`src/rtl/core/ckvt_pkg.sv`:
```
// shared types and constants of the compacting key/quantity table
`default_nettype none

package ckvt_pkg;

  localparam int unsigned DEPTH_DEF = 64;
  localparam int unsigned DATA_W    = 32;
  localparam int unsigned POS_W     = 6;

  typedef enum logic [1:0] {
    OP_INSERT = 2'd0,
    OP_SEARCH = 2'd1,
    OP_DELETE = 2'd2,
    OP_LIST   = 2'd3
  } ckvt_op_e;

  typedef enum logic [1:0] {
    STAT_OK        = 2'd0,
    STAT_FULL      = 2'd1,
    STAT_NOT_FOUND = 2'd2,
    STAT_EMPTY     = 2'd3
  } ckvt_status_e;

  // which result the datapath builds into its output register
  typedef enum logic [2:0] {
    EMIT_INS_OK = 3'd0,
    EMIT_FULL   = 3'd1,
    EMIT_HIT    = 3'd2,
    EMIT_MISS   = 3'd3,
    EMIT_EMPTY  = 3'd4,
    EMIT_LIST   = 3'd5
  } ckvt_emit_e;

  typedef struct packed {
    logic [1:0]               opcode;
    logic signed [DATA_W-1:0] item_key;
    logic signed [DATA_W-1:0] item_quantity;
  } ckvt_in_t;

  typedef struct packed {
    logic [1:0]               status;
    logic [POS_W-1:0]         position;
    logic signed [DATA_W-1:0] found_key;
    logic signed [DATA_W-1:0] found_quantity;
    logic                     last_result;
  } ckvt_out_t;

  typedef struct packed {
    logic [DATA_W-1:0] key;
    logic [DATA_W-1:0] quantity;
  } ckvt_entry_t;

  // controller to datapath
  typedef struct packed {
    logic       load;
    logic       rd_issue;
    logic       ins_wr;
    logic       shift_wr;
    logic       cnt_dec;
    logic       emit;
    ckvt_emit_e emit_sel;
  } ckvt_cmd_t;

  // datapath to controller
  typedef struct packed {
    ckvt_op_e opcode;
    logic     full;
    logic     empty;
    logic     issue_ok;
    logic     cmp_vld;
    logic     match;
    logic     cmp_last;
  } ckvt_stat_t;

endpackage

`default_nettype wire

```
`src/rtl/core/ckvt_ctrl.sv`:
```
// controller: sequences insert, scan, shift and list over the datapath
`default_nettype none

module ckvt_ctrl (
  input  wire                 clk,
  input  wire                 rst_n,
  input  wire                 start,
  output logic                busy,
  input  ckvt_pkg::ckvt_stat_t stat,
  output ckvt_pkg::ckvt_cmd_t  cmd
);
  import ckvt_pkg::*;

  typedef enum logic [2:0] {
    S_IDLE,
    S_DISPATCH,
    S_SCAN,
    S_SHIFT,
    S_LIST
  } state_t;

  state_t state_r, state_nxt;

  always_comb begin
    cmd       = '0;
    state_nxt = state_r;
    unique case (state_r)
      S_IDLE: begin
        if (start) begin
          cmd.load  = 1'b1;
          state_nxt = S_DISPATCH;
        end
      end
      S_DISPATCH: begin
        unique case (stat.opcode)
          OP_INSERT: begin
            cmd.emit     = 1'b1;
            cmd.emit_sel = stat.full ? EMIT_FULL : EMIT_INS_OK;
            cmd.ins_wr   = !stat.full;
            state_nxt    = S_IDLE;
          end
          OP_SEARCH, OP_DELETE: begin
            if (stat.empty) begin
              cmd.emit     = 1'b1;
              cmd.emit_sel = EMIT_MISS;
              state_nxt    = S_IDLE;
            end else begin
              state_nxt = S_SCAN;
            end
          end
          OP_LIST: begin
            if (stat.empty) begin
              cmd.emit     = 1'b1;
              cmd.emit_sel = EMIT_EMPTY;
              state_nxt    = S_IDLE;
            end else begin
              state_nxt = S_LIST;
            end
          end
        endcase
      end
      S_SCAN: begin
        cmd.rd_issue = stat.issue_ok;
        if (stat.cmp_vld) begin
          if (stat.match) begin
            cmd.emit     = 1'b1;
            cmd.emit_sel = EMIT_HIT;
            state_nxt    = (stat.opcode == OP_DELETE) ? S_SHIFT : S_IDLE;
          end else if (stat.cmp_last) begin
            cmd.emit     = 1'b1;
            cmd.emit_sel = EMIT_MISS;
            state_nxt    = S_IDLE;
          end
        end
      end
      S_SHIFT: begin
        // read one ahead, write it one place down
        cmd.rd_issue = stat.issue_ok;
        cmd.shift_wr = stat.cmp_vld;
        if (!stat.cmp_vld && !stat.issue_ok) begin
          cmd.cnt_dec = 1'b1;
          state_nxt   = S_IDLE;
        end
      end
      S_LIST: begin
        cmd.rd_issue = stat.issue_ok;
        if (stat.cmp_vld) begin
          cmd.emit     = 1'b1;
          cmd.emit_sel = EMIT_LIST;
          if (stat.cmp_last) begin
            state_nxt = S_IDLE;
          end
        end
      end
    endcase
  end

  always_ff @(posedge clk) begin
    if (!rst_n) begin
      state_r <= S_IDLE;
    end else begin
      state_r <= state_nxt;
    end
  end

  assign busy = state_r != S_IDLE;

endmodule

`default_nettype wire

```
`config.mk`:
```
export PLATFORM = sky130hd
export DESIGN_NAME = ckvt_ctrl
export DESIGN_NICKNAME = d
export VERILOG_FILES = /design/src/rtl/core/ckvt_pkg.sv /design/src/rtl/core/ckvt_ctrl.sv
export SDC_FILE = /design/constraint.sdc
export NUM_CORES = 1
export LEC_CHECK = 0
export BUFFER_PORTS_ARGS = -buffer_cell sky130_fd_sc_hd__buf_2
export CORE_AREA = 8 8 45 47
export DETAILED_ROUTE_END_ITERATION = 10
export DIE_AREA = 0 0 53 55
export PLACE_DENSITY = 0.64
export SETUP_SLACK_MARGIN = 0.05
export SLEW_MARGIN = 30
export SYNTH_ARGS = -nofsm -noshare
export SYNTH_HDL_FRONTEND = slang
export SYNTH_SLANG_ARGS = --single-unit
```
`constraint.sdc`:
```
create_clock -name clk -period 2 [get_ports clk]
set_clock_uncertainty 0.1 [all_clocks]
set_input_delay 0.2 -clock clk [delete_from_list [all_inputs] [get_ports clk]]
set_output_delay 0.2 -clock clk [all_outputs]
set_load 0.02 [all_outputs]
```
==> results.sh <==
export IMPL_h_tree_depth=1
export IMPL_worst_slew_pin_slew_ps=424
export IMPL_placed_area_um2=587
export IMPL_post_route_cell_area_um2=616
export IMPL_fin_nets=103
export IMPL_whs_ps=101
export IMPL_leakage_nw=0.295
export IMPL_dr_first_iter_drc_count=11
export IMPL_synthArstFlopShare_pct=0
export IMPL_cellPowerDensity_mw_per_mm2=446
export IMPL_cts_max_path_buffers=2
export IMPL_yosys_warnings=0
export IMPL_postCtsHoldBufs=0
export IMPL_holdPathEnd="state_r[1]"
export IMPL_crit_path_max_fanout=14
export IMPL_dp_cells=99
export IMPL_min_from="rst_n"
export IMPL_final_util_pct=44.5
export IMPL_largest_register_ffs=3
export IMPL_first_global_vias=486
export IMPL_critPathSlowestCell="dfxtp_1"
export IMPL_cts_tree="done"
export IMPL_synth_cell_types=32
export IMPL_syn_avg_cell_area_um2=7.39
export IMPL_fmax_mhz=539
export IMPL_ys_ff_latch=3
export IMPL_final_cell_mix="buf_2 (20), o21ai_0 (6), nor2_1 (6)"
export IMPL_power_total_mw=0.275
export IMPL_hpwlAfterDp_um=1000
export IMPL_drive_above_1_share_pct=35.6
export IMPL_cts_reportedPaths_clkPinSlew_ps=40
export IMPL_netlist_area_um2=488
export IMPL_rows=14
export IMPL_overflow=0
export IMPL_setup_tns_ps=0
export IMPL_cts_resized=0
export IMPL_ant_nets=0
export IMPL_grtUsageTotal_pct=9.11
export IMPL_post_route_period_util_pct=92.7
export IMPL_cp_arrival_ps=1550
export IMPL_worstReg2RegStart="state_r[2]"
export IMPL_io_buffers=20
export IMPL_syn_to_final_growth_pct=26.2
export IMPL_startpoint="state_r[2]"
export IMPL_regMostFlops="state_r"
export IMPL_num_vias=525
export IMPL_grt_antenna_before_repair=0
export IMPL_root_buffer="clkbuf_4"
export IMPL_numCtsBuffers=3
export IMPL_fin_cells=103
export IMPL_synth_ff_type="dfxtp_1"
export IMPL_place_ws_ps=332
export IMPL_cp_data_required_time_ps=1700
export IMPL_worst_path_buf_inv=1
export IMPL_grt_pass1_wl_um=2120
export IMPL_timing_rr_end="state_r[1]"
export IMPL_route_detailed_drc=0
export IMPL_start_util_pct=35.3
export IMPL_viasPerCell=5.10
export IMPL_die_x_um=53
export IMPL_maxSlewViolCount=0
export IMPL_worstSetupPathType="reg -> out"
export IMPL_peakVddDrop_v=0.000237
export IMPL_rsz0062_at_grt="false"
export IMPL_synth_fp_nets=81
export IMPL_status="completed"
export IMPL_worst_slack_ps=146
export IMPL_setup_violations=0
export IMPL_core_area_mm2=0.00138
export IMPL_ff2ff_setup_slack_ps=480
export IMPL_cp_end_kind="output port"
export IMPL_gp_congestion=0.810
export IMPL_ios=21
export IMPL_reg2regPathDepth=4
export IMPL_reg_top3="state_r x3"
export IMPL_crit_chain="or2b_1 -> nor2_1 -> o21a_1 -> buf_2"
export IMPL_final_common_cell="buf_2"
export IMPL_first_pass_iters=4
export IMPL_grt_max_degree=17
export IMPL_cts_sinks=3
export IMPL_crit_path_start_kind="register"
export IMPL_holdPathStages=2
export IMPL_dieHeight_um=55
export IMPL_critPathMaxStageDelay_ps=570
export IMPL_synth_edf_count=0
export IMPL_detail_route_wl_per_cell_um=12.4
export IMPL_num_antenna_cells=0
export IMPL_netlist_instances=66
export IMPL_crit_family="flip-flops"
export IMPL_hold_path_class="in -> reg"
export IMPL_seq_area_frac_synth_pct=12.3
export IMPL_wl_um=1270
export IMPL_layout_min_cycle_time_ps=1850
export IMPL_cts_setup_buffers=0
export IMPL_drv_cap=0
export IMPL_relSlewSlack_pct=71.7
export IMPL_clkLatencyLatePin_ps=230
export IMPL_dieArea_mm2=0.00292
export IMPL_finalHoldViolCount=0
cell type report:
| cell class | count | area (µm²) |
|---|---|---|
| flip-flops and latches | 3 | 62.6 |
| well taps | 16 | 20.0 |
| multi-input cells | 56 | 392 |
| repair buffers | 20 | 100 |
| inverters | 4 | 15.0 |
| fillers | 142 | 768 |
| clock buffers | 4 | 26.3 |
layer usage:
layer | vias up | track usage, % | share of wire (%)
met2 | 18 | 15.0 | 45
li1 | 282 | - | -
met1 | 225 | 11.5 | 44
met4 | 0 | 2.59 | 0
met5 | - | 0 | 0
met3 | 0 | 2.14 | 11
synth_stat cells, types with 2 or more instances:
cell / n / area (µm²)
nor2_1: 6 / 22.5
o21ai_0: 6 / 30.0
a21oi_1: 5 / 25.0
nand2_1: 5 / 18.8
ha_1: 4 / 50.1
inv_1: 4 / 15.0
nand2b_1: 4 / 25.0
dfxtp_1: 3 / 60.1
nor2b_1: 3 / 18.8
and3_1: 2 / 12.5
nand4b_1: 2 / 17.5
o21a_1: 2 / 15.0
worst max path at each step:
| stage | endpoint | slack [ps] | cells past startpoint |
|---|---|---|---|
| finish | cmd[7] | 150 | 4 |
| global route | cmd[0] | 50 | 5 |
| CTS | cmd[6] | 70 | 4 |
| detailed placement | cmd[6] | 330 | 4 |
| global placement | cmd[6] | 330 | 4 |
| floorplan | cmd[0] | 310 | 4 |
cells by family after synthesis:
family / synth area share (%)
multiplexers: 2.31
AO/OA/AOI/OAI: 21.5
buffers and inverters: 7.43
AND/OR/NAND/NOR: 46.2
flip-flops: 12.3
adder cells (fa/ha/maj): 10.3
power breakdown:
group          total, mW  internal (mW)  switching, mW
registers         0.0745         0.0638         0.0107
logic             0.0950         0.0419         0.0532
clock network      0.105         0.0747         0.0303
total              0.275          0.180         0.0942
No activity file was read; power rests on OpenSTA's default activity.
